--- src/hw/rtl/vtir_pkg.sv ---
// Shared types and register map constants for the VIA timer and interrupt block.
package vtir_pkg;

    // Word operation codes
    typedef logic [1:0] op_t;
    localparam op_t OP_TICK  = 2'd0;
    localparam op_t OP_READ  = 2'd1;
    localparam op_t OP_WRITE = 2'd2;

    // Register select codes
    typedef logic [3:0] addr_t;
    localparam addr_t ADDR_DDRB = 4'd2;
    localparam addr_t ADDR_DDRA = 4'd3;
    localparam addr_t ADDR_T1CL = 4'd4;
    localparam addr_t ADDR_T1CH = 4'd5;
    localparam addr_t ADDR_T1LL = 4'd6;
    localparam addr_t ADDR_T1LH = 4'd7;
    localparam addr_t ADDR_T2CL = 4'd8;
    localparam addr_t ADDR_T2CH = 4'd9;
    localparam addr_t ADDR_IFR  = 4'd13;
    localparam addr_t ADDR_IER  = 4'd14;

    // Interrupt flag positions and widths
    localparam int FLAG_W      = 7;
    localparam int FLAG_T1_BIT = 6;
    localparam int FLAG_T2_BIT = 5;
    localparam int CNT_W       = 16;

    typedef logic [FLAG_W-1:0] flags_t;
    typedef logic [CNT_W-1:0]  count_t;

    // One incoming word
    typedef struct packed {
        op_t        op;
        addr_t      addr;
        logic [7:0] value;
    } req_t;

    // One outgoing word
    typedef struct packed {
        logic [7:0] rd_value;
        logic       irq;
    } res_t;

endpackage

--- src/hw/rtl/vtir_regs.sv ---
// Timer counters, latches, direction, flag and enable registers with step logic.
module vtir_regs
(
    input  logic            clk,
    input  logic            rst_n,
    input  logic            step_en,
    input  vtir_pkg::req_t  req,
    output vtir_pkg::res_t  res
);

    vtir_pkg::count_t count1_reg, count1_next;
    vtir_pkg::count_t latch1_reg, latch1_next;
    vtir_pkg::count_t count2_reg, count2_next;
    vtir_pkg::count_t latch2_reg, latch2_next;
    logic [7:0]       ddra_reg, ddra_next;
    logic [7:0]       ddrb_reg, ddrb_next;
    vtir_pkg::flags_t flag_reg, flag_next;
    vtir_pkg::flags_t enable_reg, enable_next;
    logic [7:0]       rd_data;

    // Work out the state after this word and the byte read
    always_comb
    begin
        count1_next = count1_reg;
        latch1_next = latch1_reg;
        count2_next = count2_reg;
        latch2_next = latch2_reg;
        ddra_next   = ddra_reg;
        ddrb_next   = ddrb_reg;
        flag_next   = flag_reg;
        enable_next = enable_reg;
        rd_data     = 8'd0;

        unique case (req.op)
            vtir_pkg::OP_TICK:
            begin
                // Count down, flag on the step from one to zero, hold at zero
                if (count1_reg != '0)
                begin
                    count1_next = count1_reg - vtir_pkg::count_t'(1);
                    if (count1_reg == vtir_pkg::count_t'(1))
                        flag_next[vtir_pkg::FLAG_T1_BIT] = 1'b1;
                end
                if (count2_reg != '0)
                begin
                    count2_next = count2_reg - vtir_pkg::count_t'(1);
                    if (count2_reg == vtir_pkg::count_t'(1))
                        flag_next[vtir_pkg::FLAG_T2_BIT] = 1'b1;
                end
            end
            vtir_pkg::OP_READ:
            begin
                unique case (req.addr)
                    vtir_pkg::ADDR_DDRB: rd_data = ddrb_reg;
                    vtir_pkg::ADDR_DDRA: rd_data = ddra_reg;
                    vtir_pkg::ADDR_T1CL:
                    begin
                        rd_data = count1_reg[7:0];
                        flag_next[vtir_pkg::FLAG_T1_BIT] = 1'b0;
                    end
                    vtir_pkg::ADDR_T1CH: rd_data = count1_reg[15:8];
                    vtir_pkg::ADDR_T1LL: rd_data = latch1_reg[7:0];
                    vtir_pkg::ADDR_T1LH: rd_data = latch1_reg[15:8];
                    vtir_pkg::ADDR_T2CL:
                    begin
                        rd_data = count2_reg[7:0];
                        flag_next[vtir_pkg::FLAG_T2_BIT] = 1'b0;
                    end
                    vtir_pkg::ADDR_T2CH: rd_data = count2_reg[15:8];
                    vtir_pkg::ADDR_IFR:  rd_data = {|(flag_reg & enable_reg), flag_reg};
                    vtir_pkg::ADDR_IER:  rd_data = {1'b1, enable_reg};
                    default:             rd_data = 8'd0;
                endcase
            end
            vtir_pkg::OP_WRITE:
            begin
                unique case (req.addr) inside
                    vtir_pkg::ADDR_DDRB: ddrb_next = req.value;
                    vtir_pkg::ADDR_DDRA: ddra_next = req.value;
                    vtir_pkg::ADDR_T1CL, vtir_pkg::ADDR_T1LL:
                        latch1_next = {latch1_reg[15:8], req.value};
                    vtir_pkg::ADDR_T1CH:
                    begin
                        // Load the counter from the updated latch and rearm
                        latch1_next = {req.value, latch1_reg[7:0]};
                        count1_next = {req.value, latch1_reg[7:0]};
                        flag_next[vtir_pkg::FLAG_T1_BIT] = 1'b0;
                    end
                    vtir_pkg::ADDR_T1LH:
                        latch1_next = {req.value, latch1_reg[7:0]};
                    vtir_pkg::ADDR_T2CL:
                        latch2_next = {latch2_reg[15:8], req.value};
                    vtir_pkg::ADDR_T2CH:
                    begin
                        latch2_next = {req.value, latch2_reg[7:0]};
                        count2_next = {req.value, latch2_reg[7:0]};
                        flag_next[vtir_pkg::FLAG_T2_BIT] = 1'b0;
                    end
                    vtir_pkg::ADDR_IFR:
                        flag_next = flag_reg & ~req.value[6:0];
                    vtir_pkg::ADDR_IER:
                    begin
                        if (req.value[7])
                            enable_next = enable_reg | req.value[6:0];
                        else
                            enable_next = enable_reg & ~req.value[6:0];
                    end
                    default: ;
                endcase
            end
            default: ;
        endcase
    end

    // Read byte comes from the state before this step, irq from the state after it
    assign res.rd_value = rd_data;
    assign res.irq      = |(flag_next & enable_next);

    // Commit state when the word is processed
    always_ff @(posedge clk or negedge rst_n)
    begin
        if (!rst_n)
        begin
            count1_reg <= '0;
            latch1_reg <= '0;
            count2_reg <= '0;
            latch2_reg <= '0;
            ddra_reg   <= '0;
            ddrb_reg   <= '0;
            flag_reg   <= '0;
            enable_reg <= '0;
        end
        else if (step_en)
        begin
            count1_reg <= count1_next;
            latch1_reg <= latch1_next;
            count2_reg <= count2_next;
            latch2_reg <= latch2_next;
            ddra_reg   <= ddra_next;
            ddrb_reg   <= ddrb_next;
            flag_reg   <= flag_next;
            enable_reg <= enable_next;
        end
    end

    // Timer one high byte write rearms: flag is clear afterwards
    a_t1_rearm: assert property (@(posedge clk) disable iff (!rst_n)
        step_en && req.op == vtir_pkg::OP_WRITE && req.addr == vtir_pkg::ADDR_T1CH
        |=> !flag_reg[vtir_pkg::FLAG_T1_BIT])
        else $error("timer one flag set after rearm");

    // Expiring tick sets the timer one flag and stops the counter
    a_t1_expire: assert property (@(posedge clk) disable iff (!rst_n)
        step_en && req.op == vtir_pkg::OP_TICK && count1_reg == vtir_pkg::count_t'(1)
        |=> flag_reg[vtir_pkg::FLAG_T1_BIT] && count1_reg == '0)
        else $error("timer one expiry missed");

    // Stopped counter stays at zero on a tick
    a_t2_hold: assert property (@(posedge clk) disable iff (!rst_n)
        step_en && req.op == vtir_pkg::OP_TICK && count2_reg == '0
        |=> count2_reg == '0)
        else $error("timer two left zero on tick");

    // No word processed, no state change
    a_idle_hold: assert property (@(posedge clk) disable iff (!rst_n)
        !step_en |=> $stable(flag_reg) && $stable(count1_reg) && $stable(count2_reg))
        else $error("state changed without a word");

endmodule

--- src/hw/rtl/via_timer_interrupt_registers.sv ---
// Top level of the VIA timer and interrupt block: input and result stages.
//
// Usage: each word on the item channel is one tick (op 0), a register read
// (op 1) or a register write (op 2) at reg_addr with data wr_value; op 3
// does nothing. Every word gives exactly one result word on the result
// channel: rd_value holds the byte read (zero for ticks, writes and op 3)
// and irq the interrupt line after the word has taken effect.
// Both channels use valid/ready; a word moves when valid and ready are high.
// Path: an accepted word passes through the input register, then the
// decode and counter logic, then the result register.
// Throughput: one word per cycle while the result side does not stall, set
// by the single pass of decode and counter logic between the input register and the result register.
// Stall: while result_ready is low the result word holds; the input register
// still takes one more word, then item_ready drops until the result drains.
// Reset: rst_n clears both counters and latches, the direction, flag and
// enable registers, and empties both stages.
module via_timer_interrupt_registers
(
    input  logic       clk,
    input  logic       rst_n,
    input  logic       item_valid,
    output logic       item_ready,
    input  logic [1:0] op,
    input  logic [3:0] reg_addr,
    input  logic [7:0] wr_value,
    output logic       result_valid,
    input  logic       result_ready,
    output logic [7:0] rd_value,
    output logic       irq
);

    logic            req_valid_reg;
    vtir_pkg::req_t  req_reg;
    logic            res_valid_reg;
    vtir_pkg::res_t  res_reg;
    vtir_pkg::res_t  step_res;
    logic            step_en;

    // Advance the held word when the result stage is free or draining
    assign step_en    = req_valid_reg && (!res_valid_reg || result_ready);
    assign item_ready = !req_valid_reg || step_en;

    // Input stage
    always_ff @(posedge clk or negedge rst_n)
    begin
        if (!rst_n)
            req_valid_reg <= 1'b0;
        else if (item_ready)
            req_valid_reg <= item_valid;
    end

    always_ff @(posedge clk)
    begin
        if (item_ready && item_valid)
            req_reg <= '{op: op, addr: reg_addr, value: wr_value};
    end

    vtir_regs u_regs
    (
        .clk     (clk),
        .rst_n   (rst_n),
        .step_en (step_en),
        .req     (req_reg),
        .res     (step_res)
    );

    // Result stage
    always_ff @(posedge clk or negedge rst_n)
    begin
        if (!rst_n)
            res_valid_reg <= 1'b0;
        else if (step_en)
            res_valid_reg <= 1'b1;
        else if (result_ready)
            res_valid_reg <= 1'b0;
    end

    always_ff @(posedge clk)
    begin
        if (step_en)
            res_reg <= step_res;
    end

    assign result_valid = res_valid_reg;
    assign rd_value     = res_reg.rd_value;
    assign irq          = res_reg.irq;

endmodule

--- config.mk ---
export PLATFORM = sky130hd
export DESIGN_NAME = via_timer_interrupt_registers
export DESIGN_NICKNAME = d
export VERILOG_FILES = /design/src/hw/rtl/vtir_pkg.sv /design/src/hw/rtl/vtir_regs.sv /design/src/hw/rtl/via_timer_interrupt_registers.sv
export SDC_FILE = /design/constraint.sdc
export NUM_CORES = 1
export LEC_CHECK = 0
export BUFFER_PORTS_ARGS = -buffer_cell sky130_fd_sc_hd__buf_2
export CORE_MARGIN = 3
export CORE_UTILIZATION = 60
export DETAILED_ROUTE_END_ITERATION = 16
export PLACE_DENSITY = 0.75
export SYNTH_ARGS = -nofsm -noshare
export SYNTH_HDL_FRONTEND = slang
export SYNTH_SLANG_ARGS = --single-unit
--- constraint.sdc ---
create_clock -name clk -period 5.3 [get_ports clk]
set_input_delay 1.06 -clock clk [delete_from_list [all_inputs] [get_ports clk]]
set_output_delay 1.06 -clock clk [all_outputs]
set_load 0.005 [all_outputs]
Word-level counts from Yosys, hierarchy flattened
Index checks and enable logic that the tools add are counted.

Bitwise operators: 9. Muxes and demuxes: 25. Eq/ne operators: 18. Reduce and logical (&&, ||, !) cells: 22. Add/subtract/negate cells: 2.

Operator list (number): $pmux 16 s2 (3); $pmux 8 s10 (1); $mux 16 (4); $eq 16x1->1 const B (2); $reduce_bool 16->1 (2); $sub 16x1->16 const B (2); $and 7x7->7 (4); $mux 7 (3); $reduce_and 4->1 (5); $eq 4x3->1 const B (4); $eq 4x4->1 const B (4); $pmux 8 s2 (1); $reduce_or 7->1 (2); $mux 5 (2); $eq 4x2->1 const B (2); $mux 1 (8); $ne 2x1->1 const B (4); $not 7->7 (1); $or 7x7->7 (1); $pmux 2 s3 (1); $reduce_and 3->1 (2); $pmux 1 s2 (2); $reduce_bool 2->1 (2); $reduce_or 2->1 (2); other kinds (7) (12).

Register bits after elaboration: 111. Input port bits: 18. Logic and storage cells: 92. Output and inout port bits: 11.

Depth between registers and ports, before layout
Word-level depth: 7. Depth in mapped cells: 8. Depth with buffers taken out: 7.

By module
A second synthesis with hierarchy kept.

Cells, all modules: 576. Area, all modules: 6024.5 um^2.

Modules (own cells, without submodules): vtir_regs (cells an instance 545, sequential area each 2152.1 um^2, area an instance 5230.0 um^2, times used 1); via_timer_interrupt_registers (cells an instance 31, sequential area each 740.7 um^2, area an instance 794.5 um^2, times used 1).

Least setup slack after synthesis
No wires, ideal clock.

Kind: input port to flip-flop. Start: in result_ready. End: reg u_regs.ddra_reg[0]. Setup slack: 2.765 ns. Data arrival time: 2.410 ns. Setup time: 0.125 ns. Stages: 6. Buffers on the path: 0. Data required time: 5.175 ns. Cells stage by stage: nand2b_4 -> nand2_1 -> inv_2 -> nand2_1 -> nor4_4 -> mux2_2.

Word-level cells in the longest chain between the ends: 3.

RTL lines: from (decl) (line via_timer_interrupt_registers.sv:27) `input logic result_ready,`; $logic_or 1x1->1 (line via_timer_interrupt_registers.sv:40) `assign step_en = req_valid_reg && (!res_valid_reg || result_ready);`; $logic_and 1x1->1 (line via_timer_interrupt_registers.sv:40); net step_en (line via_timer_interrupt_registers.sv:37) `logic step_en;`; $reduce_and 3->1 (no line); to (signal assigned) (line vtir_regs.sv:139) `ddra_reg <= ddra_next;`; to (decl) (line vtir_regs.sv:15) `logic [7:0] ddra_reg, ddra_next;`.

The timed path passes the listed nets, and every way through them passes these cells. A chain may end at the register's enable or synchronous reset.

Worst setup path in the final report
Start: reg req_reg[9] (netlist name). End: reg u_regs.count2_reg[0].

Word-level cells in the longest chain between the ends: 3.

RTL lines: from (decl) (line via_timer_interrupt_registers.sv:33) `vtir_pkg::req_t req_reg;`; from (signal assigned) (line via_timer_interrupt_registers.sv:55) `req_reg <= '{op: op, addr: reg_addr, value: wr_value};`; $eq 4x4->1 (no line); $ne 2x1->1 (no line); $reduce_and 4->1 (no line); to (signal assigned) (line vtir_regs.sv:137) `count2_reg <= count2_next;`; to (decl) (line vtir_regs.sv:13) `vtir_pkg::count_t count2_reg, count2_next;`.

Every way passes these cells.

==> PnR_summary.wiki <==
{| class="wikitable"
! Metric !! Value
|-
| Run status || completed
|-
| Share of the synthesized area in the top cell type || 36.18%
|-
| Worst hold path class || flop to flop
|-
| Detailed Routing Iterations Pass 1 || 6
|-
| # resized after CTS || 0
|-
| Iter 0 DRT Violations || 566
|-
| Die Footprint || between 0.01 and 0.015 mm²
|-
| Clock Skew || between 0.01 and 0.015 ns
|-
| Count of buffer and inverter cells on the critical path || 0
|-
| Clock sinks || 111
|-
| Warning count from the yosys run || 0
|-
| Achievable clock frequency || roughly 340 MHz
|-
| Io pins || 29
|-
| Required arrival time at the worst endpoint || 5.63 ns
|-
| Kind of start point of the critical path || flop
|-
| Unrepaired setup endpoints after global routing || no
|-
| Worst-Skew Late Latency || ~0.4 ns
|-
| Maximum number of pins on one net before global-route repair || 89
|-
| DP Wirelength || 11650 µm
|-
| Via count of the routed design || 4898
|-
| Placeable core area || about 0.0098 mm²
|-
| Total negative setup slack || 0 ns
|-
| Worst vdd rail ir drop || 0.2853 mV
|-
| Number of filler cells placed in the layout || about 800
|-
| Hold bufs inserted after CTS || 0
|-
| Netlist area before placement || 0.006086 mm²
|-
| Most common library cell in the layout ignoring fill and taps || sky130_fd_sc_hd__dfrtp_1
|-
| Die width || 106.7 µm
|-
| Weighted congestion at the end of routability-driven global placement || 0.9877
|-
| Count of maximum capacitance violations || 0
|-
| Synth Instances || 589
|-
| Primary flip-flop cell chosen by synthesis mapping || sky130_fd_sc_hd__dfrtp_1
|-
| Slew margin rel. || approximately 22%
|-
| Total power || 2.443 mW
|-
| Total of buffers placed on input and output ports || 28
|-
| Routed wirelength normalized by instance count || ~23 µm
|-
| Fraction of layout cells with a size suffix above 1 || 18.96%
|-
| Antenna violations before repair || 0
|-
| H-tree depth || 3
|-
| Class of the most critical setup path || flop to flop
|-
| Clk buf depth || 2
|-
| TritonCTS clock tree || done
|-
| Crit-path max cell delay || 0.94 ns
|-
| GR Overflow Total || 0
|-
| Sequential cell area fraction in the yosys report || 47.53%
|-
| Post-synthesis register bit count || 111
|-
| Detailed-routed wire length on met3 || 1617 µm
|-
| Setup fix buffers added after clock tree synthesis || 0
|-
| Top layer used by detailed routing || met4
|-
| Final worst path period need || 2.939 ns
|-
| CP arrival || 3.27 ns
|-
| Initial Util || approximately three fifths
|-
| Tightest Pin Transition || 1.149 ns
|-
| Relative area change from synthesis to final layout || 5.551%
|-
| GRT Resource Usage Total || a little under a third
|-
| Die Y-Extent || 106.7 µm
|-
| Number of remaining DRC errors || 0
|-
| Family with the most delay on the worst path || simple AND/OR/NAND/NOR gates
|-
| Final Hold Viols || 0
|-
| Metal-1 WL || between 6000 and 7000 µm
|-
| Count of antenna-violating nets left after detailed routing || 0
|-
| EDFF count, synth || 23
|-
| Final Max Slew Viols || 0
|-
| Number of setup violations in the final report || 0
|-
| Number of global-route vias before repair || 4682
|-
| Synthesized Nets || 613
|-
| Number of buffers inserted during clock tree synthesis || 9
|-
| Worst-path fanout max || 30
|-
| Crit share post-route || 55.45%
|-
| Antenna diode count || 0
|-
| Proportion of register bits with asynchronous set or reset after synthesis || a little under 80%
|-
| Most frequent cells in the layout || sky130_fd_sc_hd__dfrtp_1 (88), sky130_fd_sc_hd__mux2_2 (49), sky130_fd_sc_hd__a21oi_1 (47)
|-
| Detailed Route WL || 16840 µm
|-
| Cell-by-cell listing of the critical path || nor4bb_1, o2111a_1, a21bo_2, or3_1, o21ai_0
|-
| Kind of end point of the critical path || flop
|-
| Nets || 615
|-
| Amount of wire on met2 after detailed routing || 7751 µm
|-
| Standard-cell rows || 36
|-
| Synth cell types || 73
|-
| Top cell type by total area after synthesis || sky130_fd_sc_hd__dfrtp_1
|-
| Area contributors post-synth || sky130_fd_sc_hd__dfrtp_1 (36%), sky130_fd_sc_hd__edfxtp_1 (11%), sky130_fd_sc_hd__mux2_2 (9.1%)
|-
| CTS Root Buffer Type || sky130_fd_sc_hd__clkbuf_8
|-
| Synth Area per Inst || 10.33 µm²
|-
| Slowest stage cell, crit path || sky130_fd_sc_hd__nor4bb_1
|-
| Static leakage power || 2.634 nW
|-
| Wire length of the first global-routing pass || 26600 µm
|-
| Power density relative to cell area || 380.4 mW/mm²
|-
| Number of vias per cell || 6.719
|-
| Post-CTS clock slew at the launch and capture registers of the worst setup and hold paths || 0.11 ns
|}
==> cells in the mapped netlist (all sizes together), types with 10 or more instances <==
| library cell | n |
|---|---|
| a21oi | 47 |
| a22oi | 13 |
| a31oi | 10 |
| buf | 17 |
| clkbuf | 24 |
| dfrtp | 88 |
| edfxtp | 23 |
| inv | 11 |
| mux2 | 50 |
| mux2i | 10 |
| nand2 | 43 |
| nand3 | 17 |
| nor2 | 45 |
| nor2b | 13 |
| nor3 | 13 |
| nor4 | 11 |
| o21ai | 47 |
==> routing by layer <==
layer,vias up,global-route usage [%]
met5,-,0
met4,0,12.05
met3,46,8.609
met2,258,46.22
met1,2383,43.39
li1,2211,-
==> path summary, 6_finish.rpt <==
| kind | from | to | slack (ns) | cells after the start |
|---|---|---|---|---|
| max in group asynchronous | rst_n | u_regs.latch1_reg[3] | 3.70 | 1 |
| min | u_regs.latch1_reg[11] | u_regs.latch1_reg[11] | 0.52 | 1 |
| max reg2reg | req_reg[9] | u_regs.count2_reg[0] | 2.36 | 5 |
| max | req_reg[9] | u_regs.count2_reg[0] | 2.36 | 5 |
| min in group asynchronous | rst_n | u_regs.count1_reg[10] | 0.82 | 1 |
| min reg2reg | u_regs.latch1_reg[11] | u_regs.latch1_reg[11] | 0.52 | 1 |
==> layout make-up <==
class                      count  area [µm²]  share of cell area, %
multi-input combinational    426        2939                  45.75
tap                          133       166.4                  2.591
clock inverter                 6       73.82                  1.149
clock buffer                  10       137.6                  2.143
inverter                      11       41.29                 0.6428
sequential                   111        2893                  45.03
timing repair buffer          32       172.7                  2.688
==> power breakdown <==
part / switching, mW / internal, mW
Sequential: 0.284 / 1.04
Combinational: 0.319 / 0.254
Clock: 0.304 / 0.238
Total: 0.907 / 1.54
==> kinds of logic (layout without fill, tap and decap cells) <==
| logic type | Yosys count | after routing | share of synthesized area (%) |
|---|---|---|---|
| simple gates | 179 | 179 | 16.45 |
| buf+inv | 52 | 59 | 4.297 |
| compound gates | 180 | 180 | 19.45 |
| fa+ha+maj | 6 | 6 | 1.234 |
| xor+xnor | 1 | 1 | 0.1439 |
| mux | 60 | 60 | 10.90 |
| flops | 111 | 111 | 47.53 |
==> stage by stage <==
step | hold WS, ns | instances | utilization [%] | setup WS, ns | cell area, µm²
final | 0.5207 | 729 | 65.42 | 2.361 | 6424
after global routing | 0.5260 | 729 | 65.42 | 2.134 | 6424
after CTS | 0.5172 | 729 | 65.42 | 2.405 | 6424
after detailed placement | 0.4923 | 713 | 63.26 | 2.379 | 6212
after global placement | 0.4719 | 713 | 63.26 | 2.453 | 6212
after floorplan | 0.4492 | 589 | - | 2.765 | 6086
Power figures use the tool's default switching activity.
